===== src/design/upng_pkg.sv =====
// ----------------------------------------------------------------------------
// upng_pkg
// Shared types, constants and helper functions of the PNG stream encoder.
// ----------------------------------------------------------------------------
`default_nettype none

package upng_pkg;

    localparam int MAX_WIDTH_DEF        = 4096;
    localparam int MAX_HEIGHT_DEF       = 4096;
    localparam int STORED_BLOCK_MAX_DEF = 65535;

    localparam int DIM_W       = 13;
    localparam int DLEN_W      = 28;
    localparam int NUM_W       = DLEN_W + 1;
    localparam int QUEUE_DEPTH = 4;

    localparam logic [0:0] REG_WIDTH  = 1'b0;
    localparam logic [0:0] REG_HEIGHT = 1'b1;

    localparam logic [31:0] CRC_POLY   = 32'hedb88320;
    localparam logic [31:0] CRC_INIT   = 32'hffffffff;
    localparam logic [16:0] ADLER_MOD  = 17'd65521;
    localparam logic [7:0]  ZLIB_CMF   = 8'h78;
    localparam logic [7:0]  ZLIB_FLG   = 8'h01;
    localparam logic [7:0]  BIT_DEPTH  = 8'd8;
    localparam logic [7:0]  COLOR_RGBA = 8'd6;
    localparam logic [7:0]  IHDR_LEN   = 8'd13;
    localparam logic [31:0] TYPE_IHDR  = 32'h49484452;
    localparam logic [31:0] TYPE_IDAT  = 32'h49444154;
    localparam logic [31:0] TYPE_IEND  = 32'h49454e44;

    localparam logic [7:0] PNG_SIG [8] = '{8'd137, 8'd80, 8'd78, 8'd71,
                                           8'd13, 8'd10, 8'd26, 8'd10};

    typedef enum logic [1:0] {
        HS_START,
        HS_IMAGE,
        HS_TRAILER
    } hstep_t;

    typedef enum logic [2:0] {
        PH_IDLE,
        PH_HDR,
        PH_BLK,
        PH_DATA,
        PH_TRL
    } phase_t;

    typedef enum logic [1:0] {
        LS_IDLE,
        LS_MUL,
        LS_DIV,
        LS_SUM
    } len_state_t;

    typedef struct packed {
        logic       hdr;
        logic       row_start;
        logic       trailer;
        logic       trailer_only;
        logic [7:0] alpha;
        logic [7:0] blue;
        logic [7:0] green;
        logic [7:0] red;
    } cmd_t;

    function automatic logic [31:0] crc_byte(input logic [31:0] crc, input logic [7:0] b);
        logic [31:0] c;
        c = crc ^ {24'd0, b};
        for (int i = 0; i < 8; i++) begin
            c = c[0] ? ((c >> 1) ^ CRC_POLY) : (c >> 1);
        end
        return c;
    endfunction

    function automatic logic [7:0] be_byte(input logic [31:0] v, input logic [1:0] k);
        logic [7:0] r;
        case (k)
            2'd0:    r = v[31:24];
            2'd1:    r = v[23:16];
            2'd2:    r = v[15:8];
            default: r = v[7:0];
        endcase
        return r;
    endfunction

endpackage

`default_nettype wire


===== src/design/upng_front.sv =====
// ----------------------------------------------------------------------------
// upng_front
// Size registers and image position; classifies each pixel into a command.
// ----------------------------------------------------------------------------
`default_nettype none

module upng_front #(
    parameter int MAX_WIDTH  = upng_pkg::MAX_WIDTH_DEF,
    parameter int MAX_HEIGHT = upng_pkg::MAX_HEIGHT_DEF
) (
    input  wire logic                       aclk,
    input  wire logic                       aresetn,
    input  wire logic                       s_tvalid,
    output logic                            s_tready,
    input  wire logic [31:0]                s_tdata,
    input  wire logic                       cfg_we,
    input  wire logic [0:0]                 cfg_addr,
    input  wire logic [upng_pkg::DIM_W-1:0] cfg_wdata,
    input  wire logic                       q_ready,
    output logic                            q_push,
    output upng_pkg::cmd_t                  q_cmd,
    output logic [upng_pkg::DIM_W-1:0]      width,
    output logic [upng_pkg::DIM_W-1:0]      height
);

    upng_pkg::hstep_t             hstep_reg, hstep_next;
    logic [upng_pkg::DIM_W-1:0]   width_reg, width_next;
    logic [upng_pkg::DIM_W-1:0]   height_reg, height_next;
    logic [upng_pkg::DIM_W-1:0]   col_reg, col_next;
    logic [upng_pkg::DIM_W-1:0]   row_reg, row_next;
    logic [upng_pkg::DIM_W-1:0]   cfg_val;
    logic                         accept;
    logic                         row_end;
    logic                         img_end;

    assign s_tready = q_ready;
    assign accept   = s_tvalid && q_ready;
    assign q_push   = accept;
    assign width    = width_reg;
    assign height   = height_reg;

    assign row_end = ({1'b0, col_reg} + 14'd1) >= {1'b0, width_reg};
    assign img_end = row_end && (({1'b0, row_reg} + 14'd1) >= {1'b0, height_reg});

    always_comb begin
        cfg_val = (cfg_wdata == '0) ? upng_pkg::DIM_W'(1) : cfg_wdata;
        width_next  = width_reg;
        height_next = height_reg;
        if (cfg_we && hstep_reg == upng_pkg::HS_START) begin
            case (cfg_addr)
                upng_pkg::REG_WIDTH: begin
                    width_next = (32'(cfg_val) > MAX_WIDTH) ?
                                 upng_pkg::DIM_W'(MAX_WIDTH) : cfg_val;
                end
                upng_pkg::REG_HEIGHT: begin
                    height_next = (32'(cfg_val) > MAX_HEIGHT) ?
                                  upng_pkg::DIM_W'(MAX_HEIGHT) : cfg_val;
                end
                default: ;
            endcase
        end
    end

    always_comb begin
        hstep_next = hstep_reg;
        col_next   = col_reg;
        row_next   = row_reg;
        q_cmd.hdr          = 1'b0;
        q_cmd.row_start    = (col_reg == '0);
        q_cmd.trailer      = 1'b0;
        q_cmd.trailer_only = 1'b0;
        q_cmd.red          = s_tdata[7:0];
        q_cmd.green        = s_tdata[15:8];
        q_cmd.blue         = s_tdata[23:16];
        q_cmd.alpha        = s_tdata[31:24];
        if (hstep_reg == upng_pkg::HS_TRAILER) begin
            q_cmd.trailer_only = 1'b1;
            if (accept) begin
                hstep_next = upng_pkg::HS_START;
            end
        end else begin
            q_cmd.hdr     = (hstep_reg == upng_pkg::HS_START);
            q_cmd.trailer = img_end && hstep_reg != upng_pkg::HS_START;
            if (accept) begin
                hstep_next = upng_pkg::HS_IMAGE;
                col_next   = row_end ? '0 : col_reg + 1'b1;
                if (row_end) begin
                    row_next = img_end ? '0 : row_reg + 1'b1;
                end
                if (img_end) begin
                    hstep_next = (hstep_reg == upng_pkg::HS_START) ?
                                 upng_pkg::HS_TRAILER : upng_pkg::HS_START;
                end
            end
        end
    end

    always_ff @(posedge aclk) begin
        if (!aresetn) begin
            hstep_reg  <= upng_pkg::HS_START;
            width_reg  <= upng_pkg::DIM_W'(1);
            height_reg <= upng_pkg::DIM_W'(1);
            col_reg    <= '0;
            row_reg    <= '0;
        end else begin
            hstep_reg  <= hstep_next;
            width_reg  <= width_next;
            height_reg <= height_next;
            col_reg    <= col_next;
            row_reg    <= row_next;
        end
    end

endmodule

`default_nettype wire


===== src/design/upng_queue.sv =====
// ----------------------------------------------------------------------------
// upng_queue
// Short command queue between the front and the byte sequencer.
// ----------------------------------------------------------------------------
`default_nettype none

module upng_queue (
    input  wire logic           aclk,
    input  wire logic           aresetn,
    input  wire logic           push,
    input  upng_pkg::cmd_t      push_cmd,
    output logic                ready,
    input  wire logic           pop,
    output logic                valid,
    output upng_pkg::cmd_t      head
);

    localparam int PTR_W = $clog2(upng_pkg::QUEUE_DEPTH);
    localparam int CNT_W = $clog2(upng_pkg::QUEUE_DEPTH + 1);

    upng_pkg::cmd_t     mem_reg [upng_pkg::QUEUE_DEPTH];
    logic [PTR_W-1:0]   wr_reg, wr_next;
    logic [PTR_W-1:0]   rd_reg, rd_next;
    logic [CNT_W-1:0]   cnt_reg, cnt_next;
    logic               do_push;
    logic               do_pop;

    assign ready   = cnt_reg != CNT_W'(upng_pkg::QUEUE_DEPTH);
    assign valid   = cnt_reg != '0;
    assign head    = mem_reg[rd_reg];
    assign do_push = push && ready;
    assign do_pop  = pop && valid;

    always_comb begin
        wr_next  = do_push ? PTR_W'((32'(wr_reg) + 1) % upng_pkg::QUEUE_DEPTH) : wr_reg;
        rd_next  = do_pop ? PTR_W'((32'(rd_reg) + 1) % upng_pkg::QUEUE_DEPTH) : rd_reg;
        cnt_next = cnt_reg + CNT_W'(do_push) - CNT_W'(do_pop);
    end

    always_ff @(posedge aclk) begin
        if (do_push) begin
            mem_reg[wr_reg] <= push_cmd;
        end
    end

    always_ff @(posedge aclk) begin
        if (!aresetn) begin
            wr_reg  <= '0;
            rd_reg  <= '0;
            cnt_reg <= '0;
        end else begin
            wr_reg  <= wr_next;
            rd_reg  <= rd_next;
            cnt_reg <= cnt_next;
        end
    end

    property p_count_bound;
        @(posedge aclk) disable iff (!aresetn)
        cnt_reg <= CNT_W'(upng_pkg::QUEUE_DEPTH);
    endproperty
    a_count_bound: assert property (p_count_bound) else $error("queue overfilled");

    property p_ptr_gap;
        @(posedge aclk) disable iff (!aresetn)
        (cnt_reg == '0) |-> (wr_reg == rd_reg);
    endproperty
    a_ptr_gap: assert property (p_ptr_gap) else $error("queue pointers out of step");

    property p_full_block;
        @(posedge aclk) disable iff (!aresetn)
        !ready |=> (cnt_reg != '0);
    endproperty
    a_full_block: assert property (p_full_block) else $error("queue lost items");

endmodule

`default_nettype wire


===== src/design/upng_len.sv =====
// ----------------------------------------------------------------------------
// upng_len
// Filtered data length and IDAT length: one multiply, then a ceiling
// division by the stored block size through a reciprocal multiply.
// ----------------------------------------------------------------------------
`default_nettype none

module upng_len #(
    parameter int STORED_BLOCK_MAX = upng_pkg::STORED_BLOCK_MAX_DEF
) (
    input  wire logic                        aclk,
    input  wire logic                        aresetn,
    input  wire logic                        start,
    input  wire logic [upng_pkg::DIM_W-1:0]  width,
    input  wire logic [upng_pkg::DIM_W-1:0]  height,
    output logic                             done,
    output logic [upng_pkg::DLEN_W-1:0]      data_len,
    output logic [31:0]                      idat_len
);

    localparam int NUM_W  = upng_pkg::NUM_W;
    localparam int DIV_SH = NUM_W + $clog2(STORED_BLOCK_MAX);
    localparam int RCP_W  = NUM_W + 1;
    localparam int PROD_W = NUM_W + RCP_W;
    // ceil(2^DIV_SH / STORED_BLOCK_MAX): exact quotient for any NUM_W-bit numerator
    localparam logic [63:0] RCP_FULL = ((64'd1 << DIV_SH) + 64'(STORED_BLOCK_MAX) - 64'd1) /
                                       64'(STORED_BLOCK_MAX);
    localparam logic [RCP_W-1:0] RCP = RCP_FULL[RCP_W-1:0];

    upng_pkg::len_state_t          state_reg, state_next;
    logic                          done_reg, done_next;
    logic [upng_pkg::DLEN_W-1:0]   dl_reg, dl_next;
    logic [NUM_W-1:0]              num_reg, num_next;
    logic [NUM_W-1:0]              quo_reg, quo_next;
    logic [31:0]                   idat_reg, idat_next;
    logic [upng_pkg::DLEN_W-1:0]   dl_prod;
    logic [PROD_W-1:0]             prod;

    assign done     = done_reg;
    assign data_len = dl_reg;
    assign idat_len = idat_reg;

    assign dl_prod = upng_pkg::DLEN_W'(height) * upng_pkg::DLEN_W'({width, 2'b01});
    assign prod    = PROD_W'(num_reg) * PROD_W'(RCP);

    always_comb begin
        state_next = state_reg;
        done_next  = done_reg;
        dl_next    = dl_reg;
        num_next   = num_reg;
        quo_next   = quo_reg;
        idat_next  = idat_reg;
        case (state_reg)
            upng_pkg::LS_IDLE: begin
                if (start) begin
                    state_next = upng_pkg::LS_MUL;
                    done_next  = 1'b0;
                end
            end
            upng_pkg::LS_MUL: begin
                dl_next    = dl_prod;
                state_next = upng_pkg::LS_DIV;
                num_next   = NUM_W'(dl_prod) + NUM_W'(STORED_BLOCK_MAX - 1);
            end
            upng_pkg::LS_DIV: begin
                quo_next   = NUM_W'(prod >> DIV_SH);
                state_next = upng_pkg::LS_SUM;
            end
            upng_pkg::LS_SUM: begin
                idat_next  = 32'd6 + 32'(dl_reg) + 32'(quo_reg) + (32'(quo_reg) << 2);
                done_next  = 1'b1;
                state_next = upng_pkg::LS_IDLE;
            end
            default: state_next = upng_pkg::LS_IDLE;
        endcase
    end

    always_ff @(posedge aclk) begin
        dl_reg   <= dl_next;
        num_reg  <= num_next;
        quo_reg  <= quo_next;
        idat_reg <= idat_next;
    end

    always_ff @(posedge aclk) begin
        if (!aresetn) begin
            state_reg <= upng_pkg::LS_IDLE;
            done_reg  <= 1'b0;
        end else begin
            state_reg <= state_next;
            done_reg  <= done_next;
        end
    end

endmodule

`default_nettype wire


===== src/design/upng_back.sv =====
// ----------------------------------------------------------------------------
// upng_back
// Byte sequencer: header, stored block headers, data, trailer; running
// CRC-32 and Adler-32; output register.
// ----------------------------------------------------------------------------
`default_nettype none

module upng_back #(
    parameter int STORED_BLOCK_MAX = upng_pkg::STORED_BLOCK_MAX_DEF
) (
    input  wire logic                        aclk,
    input  wire logic                        aresetn,
    input  wire logic                        q_valid,
    input  upng_pkg::cmd_t                   q_head,
    output logic                             q_pop,
    input  wire logic [upng_pkg::DIM_W-1:0]  width,
    input  wire logic [upng_pkg::DIM_W-1:0]  height,
    output logic                             len_start,
    input  wire logic                        len_done,
    input  wire logic [upng_pkg::DLEN_W-1:0] data_len,
    input  wire logic [31:0]                 idat_len,
    output logic                             m_tvalid,
    input  wire logic                        m_tready,
    output logic [7:0]                       m_tdata,
    output logic                             m_tlast,
    output logic                             m_tuser
);

    localparam logic [5:0] HDR_LAST = 6'd42;
    localparam logic [5:0] BLK_LAST = 6'd4;
    localparam logic [5:0] TRL_LAST = 6'd19;
    localparam logic [2:0] SLOT_LAST = 3'd4;

    upng_pkg::phase_t             phase_reg, phase_next;
    upng_pkg::cmd_t               cmd_reg, cmd_next;
    logic [5:0]                   idx_reg, idx_next;
    logic [2:0]                   slot_reg, slot_next;
    logic [31:0]                  crc_reg, crc_next;
    logic [15:0]                  adl_lo_reg, adl_lo_next;
    logic [15:0]                  adl_hi_reg, adl_hi_next;
    logic [upng_pkg::DLEN_W-1:0]  left_reg, left_next;
    logic [15:0]                  fill_reg, fill_next;
    logic                         m_valid_reg, m_valid_next;
    logic [7:0]                   m_byte_reg, m_byte_next;
    logic                         m_last_reg, m_last_next;
    logic                         m_eof_reg, m_eof_next;

    logic        adv;
    logic        emit;
    logic [7:0]  byte_val;
    logic        crc_en;
    logic        crc_init;
    logic        lor;
    logic        eof;
    logic [31:0] crc_base;
    logic        small_left;
    logic [15:0] blk_size;
    logic [15:0] blk_inv;
    logic [16:0] lo_sum;
    logic [15:0] lo_mod;
    logic [16:0] hi_sum;
    logic [15:0] hi_mod;
    logic [15:0] fill_dec;
    logic [7:0]  pix_byte;

    assign m_tvalid = m_valid_reg;
    assign m_tdata  = m_byte_reg;
    assign m_tlast  = m_last_reg;
    assign m_tuser  = m_eof_reg;

    assign adv = !m_valid_reg || m_tready;

    assign small_left = left_reg <= upng_pkg::DLEN_W'(STORED_BLOCK_MAX);
    assign blk_size   = small_left ? left_reg[15:0] : 16'(STORED_BLOCK_MAX);
    assign blk_inv    = ~blk_size;

    assign lo_sum = {1'b0, adl_lo_reg} + {9'd0, byte_val};
    assign lo_mod = (lo_sum >= upng_pkg::ADLER_MOD) ?
                    16'(lo_sum - upng_pkg::ADLER_MOD) : lo_sum[15:0];
    assign hi_sum = {1'b0, adl_hi_reg} + {1'b0, lo_mod};
    assign hi_mod = (hi_sum >= upng_pkg::ADLER_MOD) ?
                    16'(hi_sum - upng_pkg::ADLER_MOD) : hi_sum[15:0];
    assign fill_dec = (fill_reg != '0) ? fill_reg - 1'b1 : fill_reg;

    always_comb begin
        case (slot_reg)
            3'd1:    pix_byte = cmd_reg.red;
            3'd2:    pix_byte = cmd_reg.green;
            3'd3:    pix_byte = cmd_reg.blue;
            3'd4:    pix_byte = cmd_reg.alpha;
            default: pix_byte = 8'd0;
        endcase
    end

    always_comb begin
        byte_val = 8'd0;
        crc_en   = 1'b0;
        crc_init = 1'b0;
        case (phase_reg)
            upng_pkg::PH_HDR: begin
                crc_en   = (idx_reg inside {[6'd12:6'd28], [6'd37:6'd42]});
                crc_init = (idx_reg == 6'd12) || (idx_reg == 6'd37);
                if (idx_reg inside {[6'd0:6'd7]}) begin
                    byte_val = upng_pkg::PNG_SIG[idx_reg[2:0]];
                end else if (idx_reg == 6'd11) begin
                    byte_val = upng_pkg::IHDR_LEN;
                end else if (idx_reg inside {[6'd12:6'd15]}) begin
                    byte_val = upng_pkg::be_byte(upng_pkg::TYPE_IHDR, idx_reg[1:0]);
                end else if (idx_reg inside {[6'd16:6'd19]}) begin
                    byte_val = upng_pkg::be_byte(32'(width), idx_reg[1:0]);
                end else if (idx_reg inside {[6'd20:6'd23]}) begin
                    byte_val = upng_pkg::be_byte(32'(height), idx_reg[1:0]);
                end else if (idx_reg == 6'd24) begin
                    byte_val = upng_pkg::BIT_DEPTH;
                end else if (idx_reg == 6'd25) begin
                    byte_val = upng_pkg::COLOR_RGBA;
                end else if (idx_reg inside {[6'd29:6'd32]}) begin
                    byte_val = upng_pkg::be_byte(~crc_reg, 2'(idx_reg - 6'd29));
                end else if (idx_reg inside {[6'd33:6'd36]}) begin
                    byte_val = upng_pkg::be_byte(idat_len, 2'(idx_reg - 6'd33));
                end else if (idx_reg inside {[6'd37:6'd40]}) begin
                    byte_val = upng_pkg::be_byte(upng_pkg::TYPE_IDAT, 2'(idx_reg - 6'd37));
                end else if (idx_reg == 6'd41) begin
                    byte_val = upng_pkg::ZLIB_CMF;
                end else if (idx_reg == 6'd42) begin
                    byte_val = upng_pkg::ZLIB_FLG;
                end
            end
            upng_pkg::PH_BLK: begin
                crc_en = 1'b1;
                case (idx_reg)
                    6'd0:    byte_val = {7'd0, small_left};
                    6'd1:    byte_val = blk_size[7:0];
                    6'd2:    byte_val = blk_size[15:8];
                    6'd3:    byte_val = blk_inv[7:0];
                    default: byte_val = blk_inv[15:8];
                endcase
            end
            upng_pkg::PH_DATA: begin
                crc_en   = 1'b1;
                byte_val = pix_byte;
            end
            upng_pkg::PH_TRL: begin
                crc_en   = (idx_reg inside {[6'd0:6'd3], [6'd12:6'd15]});
                crc_init = (idx_reg == 6'd12);
                if (idx_reg inside {[6'd0:6'd3]}) begin
                    byte_val = upng_pkg::be_byte({adl_hi_reg, adl_lo_reg}, idx_reg[1:0]);
                end else if (idx_reg inside {[6'd4:6'd7], [6'd16:6'd19]}) begin
                    byte_val = upng_pkg::be_byte(~crc_reg, idx_reg[1:0]);
                end else if (idx_reg inside {[6'd12:6'd15]}) begin
                    byte_val = upng_pkg::be_byte(upng_pkg::TYPE_IEND, idx_reg[1:0]);
                end
            end
            default: ;
        endcase
    end

    assign emit = adv && (phase_reg != upng_pkg::PH_IDLE) &&
                  !(phase_reg == upng_pkg::PH_HDR && !len_done &&
                    (idx_reg inside {[6'd33:6'd36]}));
    assign crc_base = crc_init ? upng_pkg::CRC_INIT : crc_reg;

    always_comb begin
        phase_next  = phase_reg;
        cmd_next    = cmd_reg;
        idx_next    = idx_reg;
        slot_next   = slot_reg;
        crc_next    = crc_reg;
        adl_lo_next = adl_lo_reg;
        adl_hi_next = adl_hi_reg;
        left_next   = left_reg;
        fill_next   = fill_reg;
        q_pop       = 1'b0;
        len_start   = 1'b0;
        lor         = 1'b0;
        eof         = 1'b0;
        if (emit && crc_en) begin
            crc_next = upng_pkg::crc_byte(crc_base, byte_val);
        end
        case (phase_reg)
            upng_pkg::PH_IDLE: begin
                if (q_valid) begin
                    q_pop     = 1'b1;
                    cmd_next  = q_head;
                    idx_next  = '0;
                    slot_next = q_head.row_start ? 3'd0 : 3'd1;
                    if (q_head.trailer_only) begin
                        phase_next = upng_pkg::PH_TRL;
                    end else if (q_head.hdr) begin
                        phase_next = upng_pkg::PH_HDR;
                        len_start  = 1'b1;
                    end else begin
                        phase_next = (fill_reg == '0) ? upng_pkg::PH_BLK : upng_pkg::PH_DATA;
                    end
                end
            end
            upng_pkg::PH_HDR: begin
                if (emit) begin
                    idx_next = idx_reg + 1'b1;
                    if (idx_reg == HDR_LAST) begin
                        idx_next    = '0;
                        left_next   = data_len;
                        fill_next   = '0;
                        adl_lo_next = 16'd1;
                        adl_hi_next = 16'd0;
                        phase_next  = upng_pkg::PH_BLK;
                    end
                end
            end
            upng_pkg::PH_BLK: begin
                if (emit) begin
                    idx_next = idx_reg + 1'b1;
                    if (idx_reg == BLK_LAST) begin
                        idx_next   = '0;
                        fill_next  = blk_size;
                        phase_next = upng_pkg::PH_DATA;
                    end
                end
            end
            upng_pkg::PH_DATA: begin
                if (emit) begin
                    adl_lo_next = lo_mod;
                    adl_hi_next = hi_mod;
                    fill_next   = fill_dec;
                    left_next   = (left_reg != '0) ? left_reg - 1'b1 : left_reg;
                    idx_next    = '0;
                    if (slot_reg == SLOT_LAST) begin
                        if (cmd_reg.trailer) begin
                            phase_next = upng_pkg::PH_TRL;
                        end else begin
                            phase_next = upng_pkg::PH_IDLE;
                            lor        = 1'b1;
                        end
                    end else begin
                        slot_next  = slot_reg + 1'b1;
                        phase_next = (fill_dec == '0) ? upng_pkg::PH_BLK : upng_pkg::PH_DATA;
                    end
                end
            end
            upng_pkg::PH_TRL: begin
                if (emit) begin
                    idx_next = idx_reg + 1'b1;
                    if (idx_reg == TRL_LAST) begin
                        idx_next   = '0;
                        phase_next = upng_pkg::PH_IDLE;
                        lor        = 1'b1;
                        eof        = 1'b1;
                    end
                end
            end
            default: phase_next = upng_pkg::PH_IDLE;
        endcase
    end

    always_comb begin
        m_valid_next = m_valid_reg;
        m_byte_next  = m_byte_reg;
        m_last_next  = m_last_reg;
        m_eof_next   = m_eof_reg;
        if (emit) begin
            m_valid_next = 1'b1;
            m_byte_next  = byte_val;
            m_last_next  = lor;
            m_eof_next   = eof;
        end else if (m_tready) begin
            m_valid_next = 1'b0;
        end
    end

    always_ff @(posedge aclk) begin
        cmd_reg    <= cmd_next;
        slot_reg   <= slot_next;
        m_byte_reg <= m_byte_next;
        m_last_reg <= m_last_next;
        m_eof_reg  <= m_eof_next;
    end

    always_ff @(posedge aclk) begin
        if (!aresetn) begin
            phase_reg   <= upng_pkg::PH_IDLE;
            idx_reg     <= '0;
            crc_reg     <= upng_pkg::CRC_INIT;
            adl_lo_reg  <= 16'd1;
            adl_hi_reg  <= 16'd0;
            left_reg    <= '0;
            fill_reg    <= '0;
            m_valid_reg <= 1'b0;
        end else begin
            phase_reg   <= phase_next;
            idx_reg     <= idx_next;
            crc_reg     <= crc_next;
            adl_lo_reg  <= adl_lo_next;
            adl_hi_reg  <= adl_hi_next;
            left_reg    <= left_next;
            fill_reg    <= fill_next;
            m_valid_reg <= m_valid_next;
        end
    end

    property p_eof_last;
        @(posedge aclk) disable iff (!aresetn)
        (m_valid_reg && m_eof_reg) |-> m_last_reg;
    endproperty
    a_eof_last: assert property (p_eof_last) else $error("end of file without last flag");

    property p_data_in_block;
        @(posedge aclk) disable iff (!aresetn)
        (phase_reg == upng_pkg::PH_DATA) |-> (fill_reg != '0);
    endproperty
    a_data_in_block: assert property (p_data_in_block) else $error("data outside block");

    property p_trailer_drained;
        @(posedge aclk) disable iff (!aresetn)
        (phase_reg == upng_pkg::PH_TRL && cmd_reg.hdr == 1'b0) |->
            (left_reg == '0 && fill_reg == '0);
    endproperty
    a_trailer_drained: assert property (p_trailer_drained) else $error("trailer before data end");

endmodule

`default_nettype wire


===== src/design/uncompressed_png_stream_encoder_core.sv =====
// ----------------------------------------------------------------------------
// uncompressed_png_stream_encoder_core
// RGBA8 pixels in, bytes of a complete uncompressed PNG file out.
// ----------------------------------------------------------------------------
// Output is one byte per cycle while m_tready is high and no command is
// being fetched; a pixel gives 4 or 5 data bytes, 5 more at each stored
// block header; the first pixel of a file 53 bytes and the last 20 more.
// Pixel accept to first byte, empty queue: queue, command and output registers.
// The IDAT length unit runs its multiply, divide and sum states behind the header.
// Synchronous active-low reset; sizes reset to 1x1.
`default_nettype none

module uncompressed_png_stream_encoder_core #(
    parameter int MAX_WIDTH        = upng_pkg::MAX_WIDTH_DEF,
    parameter int MAX_HEIGHT       = upng_pkg::MAX_HEIGHT_DEF,
    parameter int STORED_BLOCK_MAX = upng_pkg::STORED_BLOCK_MAX_DEF
) (
    input  wire logic                       aclk,
    input  wire logic                       aresetn,
    input  wire logic                       s_tvalid,
    output logic                            s_tready,
    input  wire logic [31:0]                s_tdata,   // red, green, blue, alpha
    output logic                            m_tvalid,
    input  wire logic                       m_tready,
    output logic [7:0]                      m_tdata,   // out_byte
    output logic                            m_tlast,
    output logic                            m_tuser,   // end_of_file
    input  wire logic                       cfg_we,
    input  wire logic [0:0]                 cfg_addr,
    input  wire logic [upng_pkg::DIM_W-1:0] cfg_wdata
);

    upng_pkg::cmd_t               push_cmd;
    upng_pkg::cmd_t               head_cmd;
    logic                         q_push;
    logic                         q_ready;
    logic                         q_valid;
    logic                         q_pop;
    logic [upng_pkg::DIM_W-1:0]   width;
    logic [upng_pkg::DIM_W-1:0]   height;
    logic                         len_start;
    logic                         len_done;
    logic [upng_pkg::DLEN_W-1:0]  data_len;
    logic [31:0]                  idat_len;

    upng_front #(
        .MAX_WIDTH  (MAX_WIDTH),
        .MAX_HEIGHT (MAX_HEIGHT)
    ) u_front (
        .aclk      (aclk),
        .aresetn   (aresetn),
        .s_tvalid  (s_tvalid),
        .s_tready  (s_tready),
        .s_tdata   (s_tdata),
        .cfg_we    (cfg_we),
        .cfg_addr  (cfg_addr),
        .cfg_wdata (cfg_wdata),
        .q_ready   (q_ready),
        .q_push    (q_push),
        .q_cmd     (push_cmd),
        .width     (width),
        .height    (height)
    );

    upng_queue u_queue (
        .aclk     (aclk),
        .aresetn  (aresetn),
        .push     (q_push),
        .push_cmd (push_cmd),
        .ready    (q_ready),
        .pop      (q_pop),
        .valid    (q_valid),
        .head     (head_cmd)
    );

    upng_len #(
        .STORED_BLOCK_MAX (STORED_BLOCK_MAX)
    ) u_len (
        .aclk     (aclk),
        .aresetn  (aresetn),
        .start    (len_start),
        .width    (width),
        .height   (height),
        .done     (len_done),
        .data_len (data_len),
        .idat_len (idat_len)
    );

    upng_back #(
        .STORED_BLOCK_MAX (STORED_BLOCK_MAX)
    ) u_back (
        .aclk      (aclk),
        .aresetn   (aresetn),
        .q_valid   (q_valid),
        .q_head    (head_cmd),
        .q_pop     (q_pop),
        .width     (width),
        .height    (height),
        .len_start (len_start),
        .len_done  (len_done),
        .data_len  (data_len),
        .idat_len  (idat_len),
        .m_tvalid  (m_tvalid),
        .m_tready  (m_tready),
        .m_tdata   (m_tdata),
        .m_tlast   (m_tlast),
        .m_tuser   (m_tuser)
    );

endmodule

`default_nettype wire


===== config.mk =====
export PLATFORM = sky130hd
export DESIGN_NAME = uncompressed_png_stream_encoder_core
export DESIGN_NICKNAME = d
export VERILOG_FILES = /design/src/design/upng_pkg.sv /design/src/design/upng_front.sv /design/src/design/upng_queue.sv /design/src/design/upng_len.sv /design/src/design/upng_back.sv /design/src/design/uncompressed_png_stream_encoder_core.sv
export SDC_FILE = /design/constraint.sdc
export NUM_CORES = 2
export LEC_CHECK = 0
export ABC_CLOCK_PERIOD_IN_PS = 11700
export BUFFER_PORTS_ARGS = -buffer_cell sky130_fd_sc_hd__buf_2
export CAP_MARGIN = 5
export CELL_PAD_IN_SITES_DETAIL_PLACEMENT = 1
export CELL_PAD_IN_SITES_GLOBAL_PLACEMENT = 2
export CORE_AREA = 10 10 251 432
export CTS_BUF_LIST = sky130_fd_sc_hd__clkbuf_16
export CTS_CLUSTER_SIZE = 12
export DETAILED_ROUTE_END_ITERATION = 6
export DIE_AREA = 0 0 261 442
export PLACE_DENSITY = 0.72
export RECOVER_POWER = 100
export SLEW_MARGIN = 20
export SYNTH_ARGS = -nofsm -noshare
export SYNTH_HDL_FRONTEND = slang
export SYNTH_SLANG_ARGS = --single-unit
export TNS_END_PERCENT = 1

===== constraint.sdc =====
create_clock -name aclk -period 11.7 [get_ports aclk]
set_clock_uncertainty 0.2 [all_clocks]
set_input_delay 2.925 -clock aclk [delete_from_list [all_inputs] [get_ports aclk]]
set_output_delay 2.925 -clock aclk [all_outputs]
set_load 0.05 [all_outputs]

==> results.sh <==
export IMPL_netlist_area_mm2=0.0351
export IMPL_cts_resized=0
export IMPL_pin_count=63
export IMPL_power_frac_seq=0.341
export IMPL_clock_path_buffers=3
export IMPL_place_hpwl_um=92200
export IMPL_grt_pass1_vias=29800
export IMPL_num_rows=154
export IMPL_cts_buffers=55
export IMPL_final_cells=5014
export IMPL_hp_class="reg -> reg"
export IMPL_end_kind="flop"
export IMPL_cts_num_sinks=474
export IMPL_dieHeight_um=442
export IMPL_period_share=0.915
export IMPL_outcome="finished, violations left"
export IMPL_place_worst_setup_slack_ns=1.27
export IMPL_insertion_delay_ns=0.67
export IMPL_netSwitchingFraction=0.407
export IMPL_dp_cells=4908
export IMPL_critical_path_max_stage_delay_ns=0.69
export IMPL_design_area_mm2=0.0385
export IMPL_yosysMostFrequentCell="nand2_1"
export IMPL_cts_tree="done"
export IMPL_synth_flop_cell="edfxtp_1"
export IMPL_drc=0
export IMPL_via_count=27600
export IMPL_root_buffer="clkbuf_16"
export IMPL_fmax_mhz=93.5
export IMPL_power_mw=7.35
export IMPL_antenna_found_initial=3
export IMPL_top_layer="met5"
export IMPL_wirelength_um=118000
export IMPL_routed_wl_met3_um=2980
export IMPL_cp_slowest_cell="o31ai_1"
export IMPL_violations="max-capacitance violations, max-slew violations"
export IMPL_syn2layout_area_growth_pct=9.67
export IMPL_place_gp_congestion=0.950
export IMPL_crit_fanout=15
export IMPL_portBuffers=62
export IMPL_m1WireLength_um=43300
export IMPL_synthArstFlopShare=0
export IMPL_peakVddDrop_v=0.000128
export IMPL_netSwitchingPower_mw=2.99
export IMPL_p_leak_nw=15.5
export IMPL_routedWlPerCell_um=23.6
export IMPL_rsz0062_at_grt="false"
export IMPL_critPathTopFamily="compound AO/OA/AOI/OAI gates"
export IMPL_relSlewSlack=-1.14
export IMPL_yosysSeqAreaShare=0.353
export IMPL_wl_met2_um=65700
export IMPL_track_usage=0.202
export IMPL_setup_tns_ns=0
export IMPL_grt_pass1_wl_um=180000
export IMPL_h_tree_depth=2
export IMPL_fin_crit_ns=10.70
export IMPL_power_density_mw_per_mm2=191
export IMPL_holdBufCountCts=0
export IMPL_tightest_slew_ns=3.21
export IMPL_synth_warnings=0
export IMPL_cts_clk_slew_worst_paths_ns=0.07
export IMPL_crit_required_ns=12.02
export IMPL_p_int_mw=4.36
export IMPL_clockPowerShare=0.230
export IMPL_syn_instance_count=3630
export IMPL_report_final_setup_viol=0
export IMPL_post_cts_buffers=0
export IMPL_cap_violations=16
export IMPL_synth_area_leaders="edfxtp_1 25%, ha_1 11%, dfxtp_1 11%"
export IMPL_synth_edff_count=290
export IMPL_cp_start_kind="flop"
export IMPL_antenna_left=0
export IMPL_avgSynthCellArea_um2=9.66
export IMPL_first_pass_iters=6
export IMPL_via_per_inst=5.50
export IMPL_yosysUniqueCellTypes=101
export IMPL_core_mm2=0.101
export IMPL_overflow=0
export IMPL_path_buf_inv=5
export IMPL_drive_above_1_share=0.0594
export IMPL_ys_top_cells_by_count="367 x nand2_1, 307 x ha_1, 305 x nor2_1, 301 x inv_1, 290 x edfxtp_1"
export IMPL_die_x_um=261
export IMPL_start_util=0.348
export IMPL_synthesis_nets=4137
export IMPL_critPathKind="reg -> reg"
export IMPL_nNetsFinal=4147
export IMPL_dpl_cell_area_mm2=0.0369
export IMPL_grt_max_degree=60
export IMPL_ys_ff_latch=474
export IMPL_combPwrFrac=0.429
export IMPL_drv_slew=661
export IMPL_worst_slack_ns=1.00
export IMPL_arrival_ns=11.02
export IMPL_hold_viol=0
export IMPL_yosys_area_top_type="edfxtp_1"
export IMPL_die_area_mm2=0.115
export IMPL_largest_reg_flops=144
export IMPL_drtIter0Drc=1154
export IMPL_yosysTopAreaCellShare=0.248
## cell type report
cell class	instances	area (um^2)
diodes	1	2.50
inverters	306	1150
multi-input cells	2681	20900
flip-flops and latches	474	12400
well taps	1326	1660
clock buffers	56	1400
fillers	11500	62300
repair buffers	122	649
clock inverters	48	352
## stage by stage
stage	hold WS, ns	utilization
3_3_place_gp	0.260	0.366
6_report	0.277	0.382
3_5_place_dp	0.260	0.366
4_1_cts	0.270	0.384
5_1_grt	0.312	0.382
2_1_floorplan	0.231	-
## placed cells by master (no fill, tap or decap), drive strengths merged, types with 39 or more instances in the layout
cell type	instances
fa	149
nand2	367
nor2	305
nor2b	42
a21o	39
buf	57
edfxtp	290
xor2	91
nor3	65
nand3	82
dfxtp	184
a21oi	179
xnor2	144
and3	47
ha	307
clkbuf	121
o21ai	170
inv	328
## power by group through the flow
stage	sequential, mW	clock [mW]	combinational [mW]
6_report	2.51	1.69	3.15
5_1_grt	2.54	1.80	3.52
4_1_cts	2.50	1.74	3.23
3_5_place_dp	2.54	0	3.20
3_3_place_gp	2.53	0	3.16
2_1_floorplan	2.42	0	2.29
## cells by family (layout without fill, tap and decap cells)
group | Yosys count | after routing | synth area share
AND/OR/NAND/NOR | 1167 | 1167 | 0.161
adder cells (fa/ha/maj) | 456 | 456 | 0.195
AO/OA/AOI/OAI | 761 | 761 | 0.146
other | 1 | 2 | 0.000107
buffers and inverters | 475 | 532 | 0.0512
XOR/XNOR | 235 | 235 | 0.0636
flip-flops | 474 | 474 | 0.353
multiplexers | 61 | 61 | 0.0304
## worst paths after layout
path                  startpoint                     to  slack, ns  cells after the start
max            u_back.idx_reg[0]  u_back.adl_hi_reg[10]        1.0                     31
min          u_back.left_reg[27]    u_back.left_reg[27]       0.28                      2
max reg2reg    u_back.idx_reg[0]  u_back.adl_hi_reg[10]        1.0                     31
min reg2reg  u_back.left_reg[27]    u_back.left_reg[27]       0.28                      2
## routing by layer
layer / vias up / global-route usage
met4: 4 / 0.0983
met2: 421 / 0.392
met1: 14000 / 0.210
met3: 236 / 0.0197
li1: 13000 / -
met5: - / 0
## worst reg2reg max path: cells and delay by family (launching register included)
family,cells,cell delay [ns]
flip-flops,1,0.48
XOR/XNOR,3,0.65
AND/OR/NAND/NOR,7,2.27
AO/OA/AOI/OAI,13,4.32
buffers and inverters,5,1.37
adder cells (fa/ha/maj),3,1.25
(Power assumes the default switching activity.)
